**src/design/ccfr_pkg.sv**
```systemverilog
// ccfr_pkg: shared types, codes and the crc-16-ccitt step for the frame receiver
// no dependencies
`default_nettype none
package ccfr_pkg;

  localparam int RawLimitDef = 256;
  localparam logic [7:0] MaxPayloadRst = 8'd250;
  localparam logic [15:0] CrcInitRst = 16'hFFFF;
  localparam logic [15:0] CrcPoly = 16'h1021;
  localparam logic [8:0] DecodedCap = 9'd511;

  localparam logic [7:0] ByteDelim = 8'h00;
  localparam logic [7:0] ByteFullCode = 8'hFF;

  // configuration register indexes
  localparam logic RegMaxPayload = 1'b0;
  localparam logic RegCrcInit = 1'b1;

  localparam logic KindByte = 1'b0;
  localparam logic KindVerdict = 1'b1;

  localparam logic [1:0] VerdictOk = 2'd0;
  localparam logic [1:0] VerdictCrc = 2'd1;
  localparam logic [1:0] VerdictDrop = 2'd2;

  typedef enum logic [1:0] {
    OP_START,
    OP_DATA,
    OP_CLOSE
  } op_code_t;

  typedef struct packed {
    op_code_t code;
    logic [7:0] data;
    logic group_bad;
  } op_t;

  function automatic logic [15:0] crc16_feed(input logic [15:0] crc_in,
                                             input logic [7:0] b);
    logic [15:0] c;
    c = crc_in ^ {b, 8'h00};
    for (int i = 0; i < 8; i++) begin
      if (c[15]) c = {c[14:0], 1'b0} ^ CrcPoly;
      else c = {c[14:0], 1'b0};
    end
    return c;
  endfunction

endpackage
`default_nettype wire

```
**src/design/ccfr_fifo.sv**
```systemverilog
// ccfr_fifo: two-entry op queue between the decoder front and the parser back
// depends on ccfr_pkg
`default_nettype none
module ccfr_fifo (
  input  wire logic          clk,
  input  wire logic          rst_n,
  input  wire logic          push,
  input  ccfr_pkg::op_t      push_op,
  output logic               full,
  output logic               valid,
  input  wire logic          pop,
  output ccfr_pkg::op_t      head
);
  import ccfr_pkg::*;

  op_t mem_r [2];
  logic wr_ptr_r, wr_ptr_nxt;
  logic rd_ptr_r, rd_ptr_nxt;
  logic [1:0] count_r, count_nxt;

  assign full = (count_r == 2'd2);
  assign valid = (count_r != 2'd0);
  assign head = mem_r[rd_ptr_r];

  always_comb begin
    wr_ptr_nxt = push ? ~wr_ptr_r : wr_ptr_r;
    rd_ptr_nxt = pop ? ~rd_ptr_r : rd_ptr_r;
    count_nxt = count_r + {1'b0, push} - {1'b0, pop};
  end

  always_ff @(posedge clk) begin
    if (!rst_n) begin
      wr_ptr_r <= 1'b0;
      rd_ptr_r <= 1'b0;
      count_r <= 2'd0;
    end else begin
      wr_ptr_r <= wr_ptr_nxt;
      rd_ptr_r <= rd_ptr_nxt;
      count_r <= count_nxt;
    end
  end

  always_ff @(posedge clk) begin
    if (push) mem_r[wr_ptr_r] <= push_op;
  end

endmodule
`default_nettype wire

```
**src/design/ccfr_front.sv**
```systemverilog
// ccfr_front: accepts wire bytes, tracks cobs groups and turns each byte into at most one op
// depends on ccfr_pkg
`default_nettype none
module ccfr_front #(
  parameter int RAW_LIMIT = ccfr_pkg::RawLimitDef
) (
  input  wire logic          clk,
  input  wire logic          rst_n,
  input  wire logic          in_valid,
  output logic               in_ready,
  input  wire logic [7:0]    in_raw_byte,
  input  wire logic          q_full,
  output logic               q_push,
  output ccfr_pkg::op_t      q_op
);
  import ccfr_pkg::*;

  localparam int RcW = $clog2(RAW_LIMIT + 1);

  logic [RcW-1:0] raw_count_r, raw_count_nxt;
  logic [7:0] grp_rem_r, grp_rem_nxt;
  logic grp_full_r, grp_full_nxt;
  logic accept;

  assign in_ready = !q_full;
  assign accept = in_valid && in_ready;

  always_comb begin
    raw_count_nxt = raw_count_r;
    grp_rem_nxt = grp_rem_r;
    grp_full_nxt = grp_full_r;
    q_push = 1'b0;
    q_op.code = OP_DATA;
    q_op.data = in_raw_byte;
    q_op.group_bad = (grp_rem_r != 8'd0);
    if (accept) begin
      priority if (in_raw_byte == ByteDelim) begin
        if (raw_count_r != '0) begin
          q_push = 1'b1;
          q_op.code = OP_CLOSE;
        end
        raw_count_nxt = '0;
        grp_rem_nxt = 8'd0;
        grp_full_nxt = 1'b0;
      end else if (raw_count_r >= RcW'(RAW_LIMIT)) begin
        // frame too long: drop it silently
        raw_count_nxt = '0;
        grp_rem_nxt = 8'd0;
        grp_full_nxt = 1'b0;
      end else begin
        priority if (raw_count_r == '0) begin
          q_push = 1'b1;
          q_op.code = OP_START;
        end else if (grp_rem_r == 8'd0) begin
          // implicit zero between groups unless the last group was full
          q_push = !grp_full_r;
          q_op.data = 8'd0;
        end else begin
          q_push = 1'b1;
        end
        if (grp_rem_r == 8'd0) begin
          grp_rem_nxt = in_raw_byte - 8'd1;
          grp_full_nxt = (in_raw_byte == ByteFullCode);
        end else begin
          grp_rem_nxt = grp_rem_r - 8'd1;
        end
        raw_count_nxt = raw_count_r + RcW'(1);
      end
    end
  end

  always_ff @(posedge clk) begin
    if (!rst_n) begin
      raw_count_r <= '0;
      grp_rem_r <= 8'd0;
      grp_full_r <= 1'b0;
    end else begin
      raw_count_r <= raw_count_nxt;
      grp_rem_r <= grp_rem_nxt;
      grp_full_r <= grp_full_nxt;
    end
  end

endmodule
`default_nettype wire

```
**src/design/ccfr_back.sv**
```systemverilog
// ccfr_back: parses decoded bytes, runs the crc and drives the registered result beat
// depends on ccfr_pkg
`default_nettype none
module ccfr_back (
  input  wire logic          clk,
  input  wire logic          rst_n,
  input  wire logic          q_valid,
  input  ccfr_pkg::op_t      q_head,
  output logic               q_pop,
  input  wire logic [7:0]    max_payload,
  input  wire logic [15:0]   crc_init,
  output logic               out_valid,
  input  wire logic          out_ready,
  output logic               out_kind,
  output logic [7:0]         out_data_byte,
  output logic [1:0]         out_verdict,
  output logic [7:0]         out_frame_type,
  output logic [7:0]         out_frame_sequence,
  output logic [15:0]        out_payload_length
);
  import ccfr_pkg::*;

  logic [8:0] dcount_r, dcount_nxt;
  logic [7:0] htype_r, htype_nxt;
  logic [7:0] hseq_r, hseq_nxt;
  logic [15:0] hlen_r, hlen_nxt;
  logic [15:0] crc_r, crc_nxt;
  logic [7:0] hold0_r, hold0_nxt;
  logic [7:0] hold1_r, hold1_nxt;
  logic err_r, err_nxt;

  logic out_valid_r, out_valid_nxt;
  logic kind_r, kind_nxt;
  logic [7:0] data_r, data_nxt;
  logic [1:0] verdict_r, verdict_nxt;
  logic [7:0] otype_r, otype_nxt;
  logic [7:0] oseq_r, oseq_nxt;
  logic [15:0] olen_r, olen_nxt;

  logic emit;
  logic [8:0] pay_idx;
  logic bad;

  assign q_pop = q_valid && (!out_valid_r || out_ready);
  assign pay_idx = dcount_r - 9'd4;
  assign bad = err_r || q_head.group_bad || (dcount_r < 9'd6) ||
               (hlen_r > {8'd0, max_payload}) ||
               ({8'd0, dcount_r} != (17'd6 + {1'b0, hlen_r}));

  always_comb begin
    dcount_nxt = dcount_r;
    htype_nxt = htype_r;
    hseq_nxt = hseq_r;
    hlen_nxt = hlen_r;
    crc_nxt = crc_r;
    hold0_nxt = hold0_r;
    hold1_nxt = hold1_r;
    err_nxt = err_r;
    emit = 1'b0;
    kind_nxt = KindByte;
    data_nxt = q_head.data;
    verdict_nxt = VerdictOk;
    otype_nxt = 8'd0;
    oseq_nxt = 8'd0;
    olen_nxt = 16'd0;
    if (q_pop) begin
      unique case (q_head.code)
        OP_START: begin
          dcount_nxt = 9'd0;
          htype_nxt = 8'd0;
          hseq_nxt = 8'd0;
          hlen_nxt = 16'd0;
          crc_nxt = crc_init;
          hold0_nxt = 8'd0;
          hold1_nxt = 8'd0;
          err_nxt = 1'b0;
        end
        OP_DATA: begin
          if (!err_r) begin
            if (dcount_r >= DecodedCap) begin
              err_nxt = 1'b1;
            end else begin
              // oldest held byte is proven not to be crc, feed it
              if (dcount_r >= 9'd2) crc_nxt = crc16_feed(crc_r, hold0_r);
              hold0_nxt = hold1_r;
              hold1_nxt = q_head.data;
              dcount_nxt = dcount_r + 9'd1;
              priority if (dcount_r == 9'd0) begin
                htype_nxt = q_head.data;
              end else if (dcount_r == 9'd1) begin
                hseq_nxt = q_head.data;
              end else if (dcount_r == 9'd2) begin
                hlen_nxt = {hlen_r[15:8], q_head.data};
              end else if (dcount_r == 9'd3) begin
                hlen_nxt = {q_head.data, hlen_r[7:0]};
              end else begin
                emit = ({7'd0, pay_idx} < hlen_r);
              end
            end
          end
        end
        OP_CLOSE: begin
          emit = 1'b1;
          kind_nxt = KindVerdict;
          data_nxt = 8'd0;
          if (bad) verdict_nxt = VerdictDrop;
          else if ({hold1_r, hold0_r} == crc_r) verdict_nxt = VerdictOk;
          else verdict_nxt = VerdictCrc;
          otype_nxt = htype_r;
          oseq_nxt = hseq_r;
          olen_nxt = hlen_r;
        end
        default: ;
      endcase
    end
    if (emit) out_valid_nxt = 1'b1;
    else if (out_ready) out_valid_nxt = 1'b0;
    else out_valid_nxt = out_valid_r;
  end

  always_ff @(posedge clk) begin
    if (!rst_n) begin
      out_valid_r <= 1'b0;
      dcount_r <= 9'd0;
      err_r <= 1'b0;
      htype_r <= 8'd0;
      hseq_r <= 8'd0;
      hlen_r <= 16'd0;
      crc_r <= CrcInitRst;
      hold0_r <= 8'd0;
      hold1_r <= 8'd0;
    end else begin
      out_valid_r <= out_valid_nxt;
      dcount_r <= dcount_nxt;
      err_r <= err_nxt;
      htype_r <= htype_nxt;
      hseq_r <= hseq_nxt;
      hlen_r <= hlen_nxt;
      crc_r <= crc_nxt;
      hold0_r <= hold0_nxt;
      hold1_r <= hold1_nxt;
    end
  end

  always_ff @(posedge clk) begin
    if (emit) begin
      kind_r <= kind_nxt;
      data_r <= data_nxt;
      verdict_r <= verdict_nxt;
      otype_r <= otype_nxt;
      oseq_r <= oseq_nxt;
      olen_r <= olen_nxt;
    end
  end

  assign out_valid = out_valid_r;
  assign out_kind = kind_r;
  assign out_data_byte = data_r;
  assign out_verdict = verdict_r;
  assign out_frame_type = otype_r;
  assign out_frame_sequence = oseq_r;
  assign out_payload_length = olen_r;

endmodule
`default_nettype wire

```
**src/design/cobs_crc_frame_receiver_unit.sv**
```systemverilog
// cobs_crc_frame_receiver_unit: one wire byte per cycle in while in_ready is high, payload bytes and verdicts out
// a byte's result beat is registered first into the op queue and then into the output
// register; a full queue or a held output beat can stall it in between
// throughput: one byte per cycle while in_ready is high; the crc step in the back part is combinational
// reset (synchronous, rst_n low): queue and output empty, max_payload 250, crc_init 0xffff
// no clearing pass; the block accepts bytes right after reset
// depends on ccfr_pkg, ccfr_front, ccfr_fifo, ccfr_back
`default_nettype none
module cobs_crc_frame_receiver_unit #(
  parameter int RAW_LIMIT = ccfr_pkg::RawLimitDef
) (
  input  wire logic          clk,
  input  wire logic          rst_n,
  // wire byte channel
  input  wire logic          in_valid,
  output logic               in_ready,
  input  wire logic [7:0]    in_raw_byte,
  // result channel
  output logic               out_valid,
  input  wire logic          out_ready,
  output logic               out_kind,
  output logic [7:0]         out_data_byte,
  output logic [1:0]         out_verdict,
  output logic [7:0]         out_frame_type,
  output logic [7:0]         out_frame_sequence,
  output logic [15:0]        out_payload_length,
  // register port
  input  wire logic          psel,
  input  wire logic          penable,
  input  wire logic          pwrite,
  input  wire logic [2:0]    paddr,
  input  wire logic [31:0]   pwdata,
  output logic [31:0]        prdata,
  output logic               pready
);
  import ccfr_pkg::*;

  // configuration registers; the user must write them only while the block is idle, the block does not enforce it
  logic [7:0] max_payload_r;
  logic [15:0] crc_init_r;
  logic cfg_wr;

  // queue between the decoder front and the parser back
  op_t q_op, q_head;
  logic q_push, q_full, q_valid, q_pop;

  assign pready = 1'b1;
  assign cfg_wr = psel && penable && pwrite && pready;

  always_ff @(posedge clk) begin
    if (!rst_n) begin
      max_payload_r <= MaxPayloadRst;
      crc_init_r <= CrcInitRst;
    end else if (cfg_wr) begin
      unique case (paddr[2])
        RegMaxPayload: max_payload_r <= pwdata[7:0];
        RegCrcInit:    crc_init_r <= pwdata[15:0];
        default: ;
      endcase
    end
  end

  always_comb begin
    unique case (paddr[2])
      RegMaxPayload: prdata = {24'd0, max_payload_r};
      RegCrcInit:    prdata = {16'd0, crc_init_r};
      default:       prdata = 32'd0;
    endcase
  end

  // front: cobs group tracking, one op per byte at most
  ccfr_front #(
    .RAW_LIMIT(RAW_LIMIT)
  ) u_front (
    .clk        (clk),
    .rst_n      (rst_n),
    .in_valid   (in_valid),
    .in_ready   (in_ready),
    .in_raw_byte(in_raw_byte),
    .q_full     (q_full),
    .q_push     (q_push),
    .q_op       (q_op)
  );

  ccfr_fifo u_fifo (
    .clk    (clk),
    .rst_n  (rst_n),
    .push   (q_push),
    .push_op(q_op),
    .full   (q_full),
    .valid  (q_valid),
    .pop    (q_pop),
    .head   (q_head)
  );

  // back: header parse, crc, length checks and the output register
  ccfr_back u_back (
    .clk               (clk),
    .rst_n             (rst_n),
    .q_valid           (q_valid),
    .q_head            (q_head),
    .q_pop             (q_pop),
    .max_payload       (max_payload_r),
    .crc_init          (crc_init_r),
    .out_valid         (out_valid),
    .out_ready         (out_ready),
    .out_kind          (out_kind),
    .out_data_byte     (out_data_byte),
    .out_verdict       (out_verdict),
    .out_frame_type    (out_frame_type),
    .out_frame_sequence(out_frame_sequence),
    .out_payload_length(out_payload_length)
  );

endmodule
`default_nettype wire
```
**config.mk**
```make
export PLATFORM = sky130hd
export DESIGN_NAME = cobs_crc_frame_receiver_unit
export DESIGN_NICKNAME = d
export VERILOG_FILES = /design/src/design/ccfr_pkg.sv /design/src/design/ccfr_fifo.sv /design/src/design/ccfr_front.sv /design/src/design/ccfr_back.sv /design/src/design/cobs_crc_frame_receiver_unit.sv
export SDC_FILE = /design/constraint.sdc
export NUM_CORES = 1
export LEC_CHECK = 0
export BUFFER_PORTS_ARGS = -buffer_cell sky130_fd_sc_hd__clkbuf_2
export CAP_MARGIN = 20
export CORE_ASPECT_RATIO = 0.75
export CORE_MARGIN = 2
export CORE_UTILIZATION = 55
export CTS_CLUSTER_DIAMETER = 80
export CTS_CLUSTER_SIZE = 12
export DETAILED_ROUTE_END_ITERATION = 16
export HOLD_SLACK_MARGIN = 0.03
export PLACE_DENSITY_LB_ADDON = 0.3
export SLEW_MARGIN = 20
export SYNTH_ARGS = -nofsm -noshare
export SYNTH_HDL_FRONTEND = slang
export SYNTH_HIERARCHICAL = 1
export SYNTH_SLANG_ARGS = --single-unit
```
**constraint.sdc**
```tcl
create_clock -name clk -period 5.8 [get_ports clk]
set_clock_uncertainty 0.15 [all_clocks]
set_input_delay 0.29 -clock clk [delete_from_list [all_inputs] [get_ports clk]]
set_output_delay 0.29 -clock clk [all_outputs]
set_load 0.01 [all_outputs]
```
# After elaboration in Yosys (flattened, before gate mapping)
# Memory sizes are Yosys's and may differ from the RTL's. A register that Yosys moved wholly into a read port is not among the register bits.
# Index checks and enable logic that the tools add are counted.
classes:
  reduce_logical: 35
  order_cmp: 6
  bitwise: 14
  n_addsub: 8
  muxes: 117
  n_eq_ne: 19
ops:
  columns: ["operator", "count"]
  rows:
  - ["two-way mux 16 bit", 44]
  - ["two-way mux 8 bit", 19]
  - ["two-way mux 13 bit", 8]
  - ["one-hot mux 16 bit (2 select lines)", 2]
  - ["one-hot mux 32 bit (2 select lines)", 1]
  - ["one-hot mux 8 bit (2 select lines)", 4]
  - ["two-way mux 9 bit", 4]
  - ["two-way mux 1 bit", 27]
  - ["inverter 3 bit", 8]
  - ["two-way mux 10 bit", 2]
  - ["adder 9 x 1 -> 9 bit, second input constant", 2]
  - ["equality test 9 x 2 -> 1 bit, second input constant", 2]
  - [">= comparator 9 bit, second input constant", 2]
  - ["logical NOT 9 bit", 2]
  - ["one-hot mux 9 bit (2 select lines)", 1]
  - ["adder 3 x 16 -> 17 bit, first input constant", 1]
  - ["inequality test 9 x 17 -> 1 bit", 1]
  - ["equality test 16 bit", 1]
  - ["greater-than comparator 16 x 8 -> 1 bit", 1]
  - ["logical NOT 8 bit", 2]
  - ["less-than comparator 9 x 16 -> 1 bit", 1]
  - ["subtractor 8 x 1 -> 8 bit, second input constant", 2]
  - ["XOR 16 bit", 1]
  - ["inequality test 2 x 1 -> 1 bit, second input constant", 5]
  - ["28 further kinds", 56]
totals:
  mem_count: 1
  ramBits: 22
  wordCells: 225
  reg_bits: 164
  out_inout_bits: 78
memory_table:
  columns: ["name", "words", "width", "rd", "rd_clocked_by_memory_dff", "write_ports", "line", "text"]
  rows:
  - ["u_fifo.mem_r", 2, 11, 1, 1, 1, "ccfr_fifo.sv:16", "op_t mem_r [2];"]

# Depth between registers and ports, before layout
depth:
  depth_word: 56
  depth_mapped: 11
  ltp_nobuf: 10

# Cells and area by module
# Netlist, hierarchy kept.
by_module_without_submodules:
  columns: ["module", "n_inst", "area_per_inst_um2", "cells_each"]
  rows:
  - ["ccfr_back", 1, 6140.9, 605]
  - ["cobs_crc_frame_receiver_unit", 1, 1351.3, 136]
  - ["ccfr_front", 1, 1228.7, 150]
  - ["ccfr_fifo", 1, 1019.7, 55]

# Worst setup path after synthesis
# OpenSTA, ideal clock, no wires.
synth_timing:
  path_type: "flip-flop to flip-flop"
  from: "register u_back.dcount_r[2]"
  to: "register u_back.data_r[0], in the netlist u_back/out_data_byte[0], enable pin"
  setup_slack_ns: 0.838
  required_time_ns: 5.192
  path_stages_with_launch: 11
  synth_period_minus_slack_ns: 4.962
  path_buffers: 0
  arrival_time_ns: 4.354
  cell_sequence: "dfxtp_1 > inv_1 > ha_1 > nor3b_1 > xor2_1 > ha_1 > a21o_1 > a211o_1 > nor4b_1 > o2111ai_1 > a21oi_1"
synth_via:
  elab_chain_cells: 10
  elab_cells_between_ends: 15
synth_lines:
  columns: ["item", "line", "text"]
  rows:
  - ["start: declaration", "ccfr_back.sv:23", "logic [8:0] dcount_r, dcount_nxt;"]
  - ["start signal: assignment", "ccfr_back.sv:134", "dcount_r <= dcount_nxt;"]
  - ["subtractor 9 x 3 -> 9 bit", "ccfr_back.sv:45", "assign pay_idx = dcount_r - 9'd4;"]
  - ["less-than comparator 9 x 16 -> 1 bit", "ccfr_back.sv:97", "emit = ({7'd0, pay_idx} < hlen_r);"]
  - ["two-way mux 1 bit", "ccfr_back.sv:94", "end else if (dcount_r == 9'd3) begin"]
  - ["two-way mux 1 bit", "ccfr_back.sv:92", "end else if (dcount_r == 9'd2) begin"]
  - ["two-way mux 1 bit", "ccfr_back.sv:90", "end else if (dcount_r == 9'd1) begin"]
  - ["two-way mux 1 bit", "ccfr_back.sv:88", "priority if (dcount_r == 9'd0) begin"]
  - ["two-way mux 1 bit *", "ccfr_back.sv:80", "if (dcount_r >= DecodedCap) begin"]
  - ["two-way mux 1 bit *", "ccfr_back.sv:79", "if (!err_r) begin"]
  - ["one-hot mux 1 bit (2 select lines) *", "ccfr_back.sv:67", "unique case (q_head.code)"]
  - ["two-way mux 1 bit *", "ccfr_back.sv:66", "if (q_pop) begin"]
  - ["via u_back.emit", "ccfr_back.sv:40", "logic emit;"]
  - ["end signal: assignment", "ccfr_back.sv:148", "data_r <= data_nxt;"]
  - ["end: declaration", "ccfr_back.sv:34", "logic [7:0] data_r, data_nxt;"]
# Mark *: on every way through the listed nets, which the timed path passes. The rest lies on a longest branch.
# A chain may end at the register's enable or synchronous reset.

# Final worst setup path
layout_timing:
  from: "register u_back.dcount_r[3]"
  to: "register u_back.olen_r[11], in the netlist u_back/out_payload_length[11], enable pin"
layout_via:
  elab_chain_cells: 10
  elab_cells_between_ends: 15
layout_lines:
  columns: ["item", "line", "text"]
  rows:
  - ["subtractor 9 x 3 -> 9 bit", "ccfr_back.sv:45", null]
  - ["less-than comparator 9 x 16 -> 1 bit", "ccfr_back.sv:97", null]
  - ["two-way mux 1 bit", "ccfr_back.sv:94", null]
  - ["two-way mux 1 bit", "ccfr_back.sv:92", null]
  - ["two-way mux 1 bit", "ccfr_back.sv:90", null]
  - ["two-way mux 1 bit", "ccfr_back.sv:88", null]
  - ["two-way mux 1 bit *", "ccfr_back.sv:80", null]
  - ["two-way mux 1 bit *", "ccfr_back.sv:79", null]
  - ["one-hot mux 1 bit (2 select lines) *", "ccfr_back.sv:67", null]
  - ["two-way mux 1 bit *", "ccfr_back.sv:66", null]
  - ["via u_back.emit", "ccfr_back.sv:40", null]
  - ["end signal: assignment", "ccfr_back.sv:152", "olen_r <= olen_nxt;"]
  - ["end: declaration", "ccfr_back.sv:38", "logic [15:0] olen_r, olen_nxt;"]
# Marked as above.

==> impl_metrics.ini <==
[run_status]
outcome = completed

[floorplanning]
io-pin-count = 128
die-area_mm2 = 0.0188
row_count = 42
die_w_um = 158
fp.dieH_um = 119
start_util_pct = 55.7
core_mm2 = 0.0175

[critical_path]
setup.worst_path.start_class = flip-flop
r2r_end = u_back/out_payload_length[11]
startpoint = u_back/dcount_r[3]
slowest_stage = a21oi_4
critPathRequiredTime_ps = 5770
crit_cells = 11
crit_buf_inv = 2
cp-endpoint = u_back/out_payload_length[11]
rr_startpoint = u_back/dcount_r[3]
path_cells = inv_1 > ha_1 > nor3b_1 > xor2_1 > ha_1 > a21o_1 > a211o_1 > nor4b_1 > o2111ai_1 > a21oi_4 > buf_4
ff2ff_path_depth = 11
cp_max_fo = 24
end_kind = flip-flop
cp_common_cell = ha_1
worst-setup-path-type = flip-flop to flip-flop
reg2reg_slack_ps = 1570
arrival_ps = 4210
slowest_delay_ps = 760
crit_family = compound AO/OA/AOI/OAI gates

[final_layout]
diodes = 0
stdcell_area_mm2 = 0.0109
syn2layout_area_growth_pct = 12.1
drive_above_1_share_pct = 16.0
nets = 1111
layout_common_cells = 122 x dfxtp_1, 92 x clkbuf_2, 65 x edfxtp_1
final_common_cell = dfxtp_1

[pwr]
power_density_mw_per_mm2 = 389
seqPwrFrac_pct = 40.7
p_leak_uw = 0.00429
pwr-share-comb_pct = 33.7
ir_drop_v = 0.000199
power.total_uw = 4250
swShare_pct = 35.9
p_int_uw = 2720
power.switching_uw = 1530
power_frac_clock_pct = 25.6

[global_routing]
antenna_found_initial = 0
grt-ovfl-total = 0
grt_pass1_vias = 6593
grt_max_degree = 80
grt_usage_pct = 23.2
grt_pass1_wl_mm = 34.6

[synth]
synthArstFlopShare_pct = 0
ys_ff_latch = 187
synth_ff_type = dfxtp_1
synth_edf_count = 65
netlist_instances = 946
ys_seq_area_share_pct = 45.1
synth_area_mm2 = 0.00974
ys_types = 91
yosys_warnings = 6
avgSynthCellArea_um2 = 10.3

[cts]
cts.clk_slew.worst_paths_ps = 70
cts-buffers-inserted = 17
clock_sinks = 187
cts.htree.levels = 4
cts_max_path_buffers = 2
cts_tree = built
cts-root-buf = clkbuf_16
clk_latency_ps = 440

[placement]
dpl_cell_area_mm2 = 0.0102
place_congestion = 0.895
detailed_place_hpwl_mm = 14.8
preCtsSetupSlack_ps = 1610
io_buffers = 92

[route]
via_per_inst = 5.63
num_vias = 7229
firstDrtPassIters = 5
wl_per_cell_um = 16.6
drt-total-wl_mm = 21.3
remaining_drc_errors = 0
drtIter0Drc = 462
antenna_left = 0

[timing]
finalHoldViolCount = 0
fin_tns_setup_ps = 0
rsz0062_at_grt = no
worst_slack_ps = 1570
min_period_ps = 4230
slew_headroom_pct = 31.9
post-route-period-util_pct = 73.0
hold_slack_ps = 97.9
setup_violations = 0
maxSlewViolCount = 0
worstMarginPinSlew_ps = 1020
fmax_mhz = 236

[run]
cap_violations = 0

[worst_hold_path]
hold_class = primary input to flip-flop
==> flip-flops by register name, summed over array words and instances, names as in the netlist, named ones only <==
register                   flops
u_front/raw_count_r            9
crc_init_r                    16
u_back/out_kind                1
u_back/hlen_r                 16
u_back/out_payload_length     16
u_back/out_frame_sequence      8
u_fifo/wr_ptr_r                1
u_back/hold1_r                 8
u_front/grp_full_r             1
u_front/grp_rem_r              8
max_payload_r                  8
u_back/htype_r                 8
u_fifo/rd_ptr_r                1
u_back/dcount_r                9
u_fifo/mem_r                  22
u_back/out_data_byte           8
u_back/out_valid               1
u_back/out_verdict             2
u_back/out_frame_type          8
u_back/hseq_r                  8
u_back/err_r                   1
u_back/hold0_r                 8
u_back/crc_r                  16
u_fifo/count_r                 2
==> routing by layer <==
layer / track usage [%] / up-vias / wire, um / part of all wire [%]
met2: 34.9 / 239 / 9350 / 44
met1: 34.2 / 3439 / 10500 / 49
met5: 0 / - / 0 / 0
met3: 4.62 / 19 / 1190 / 5.6
li1: - / 3532 / - / -
met4: 5.80 / 0 / 246 / 1.2
==> worst min path at each step <==
stage	depth (start not counted)	slack [ps]	start	to
global placement	2	310	max_payload_r[2]	max_payload_r[2]
detailed placement	2	330	u_back/htype_r[2]	u_back/htype_r[2]
CTS	3	70	in_raw_byte[1]	u_front/grp_rem_r[5]
floorplan	1	260	rst_n	u_fifo/wr_ptr_r
finish	3	100	in_raw_byte[0]	u_front/grp_rem_r[5]
global route	3	100	in_raw_byte[1]	u_front/grp_rem_r[5]
==> area by class of cell <==
class	instances	area, um2
inverters	37	139
clock inverters	15	121
multi-input cells	672	4880
fillers	1469	6580
well taps	242	303
flip-flops and latches	187	4390
clock buffers	17	425
repair buffers	113	658
==> stage by stage <==
stage / utilization [%] / instances
floorplan: - / 961
detailed placement: 58.3 / 1235
finish: 62.4 / 1283
CTS: 62.4 / 1283
global route: 62.4 / 1283
global placement: 58.3 / 1235
==> power by group through the flow <==
stage,combinational (uW),sequential (uW),clock (uW)
after floorplan,1130,1710,0
after global placement,1380,1750,0
after detailed placement,1400,1750,0
after CTS,1420,1730,1110
after global routing,1590,1750,1160
final,1430,1730,1090
==> synth_stat cells (22+ instances only) <==
cell,n,area share [%]
a21oi_1,23,1.2
and2_1,37,2.4
and3_1,28,1.8
buf_4,22,1.7
clkbuf_1,25,0.96
dfxtp_1,122,25
edfxtp_1,65,20
ha_1,33,4.2
inv_1,36,1.4
mux2i_1,43,4.4
nand2_1,50,1.9
nand3_1,35,1.8
nor2_1,57,2.2
nor2b_1,51,3.3
xnor2_1,47,4.2
==> logic make-up after synthesis <==
family | after synthesis | synth area share [%]
buf+inv | 102 | 5.59
xor+xnor | 66 | 6.08
mux | 62 | 6.62
simple gates | 339 | 20.1
fa+ha+maj | 33 | 4.24
compound gates | 155 | 12.2
other cells | 2 | 0.0771
flops | 187 | 45.1
==> worst register-to-register path, cell delays in order, from the launching register on <==
cell and delay (ps):
dfxtp_1 520, inv_1 120, ha_1 250, nor3b_1 170, xor2_1 170, ha_1 320, a21o_1 190, a211o_1 300
nor4b_1 290, o2111ai_1 300, a21oi_4 760, buf_4 400
==> what timing repair did <==
action / 4_1_cts / 5_1_grt
buffers inserted: 0 / 0
endpoints found under the hold margin: 24 / 0
hold buffers: 16 / 0
gates resized for setup: 0 / 0
Note: power is estimated with default switching activity, not from simulation.
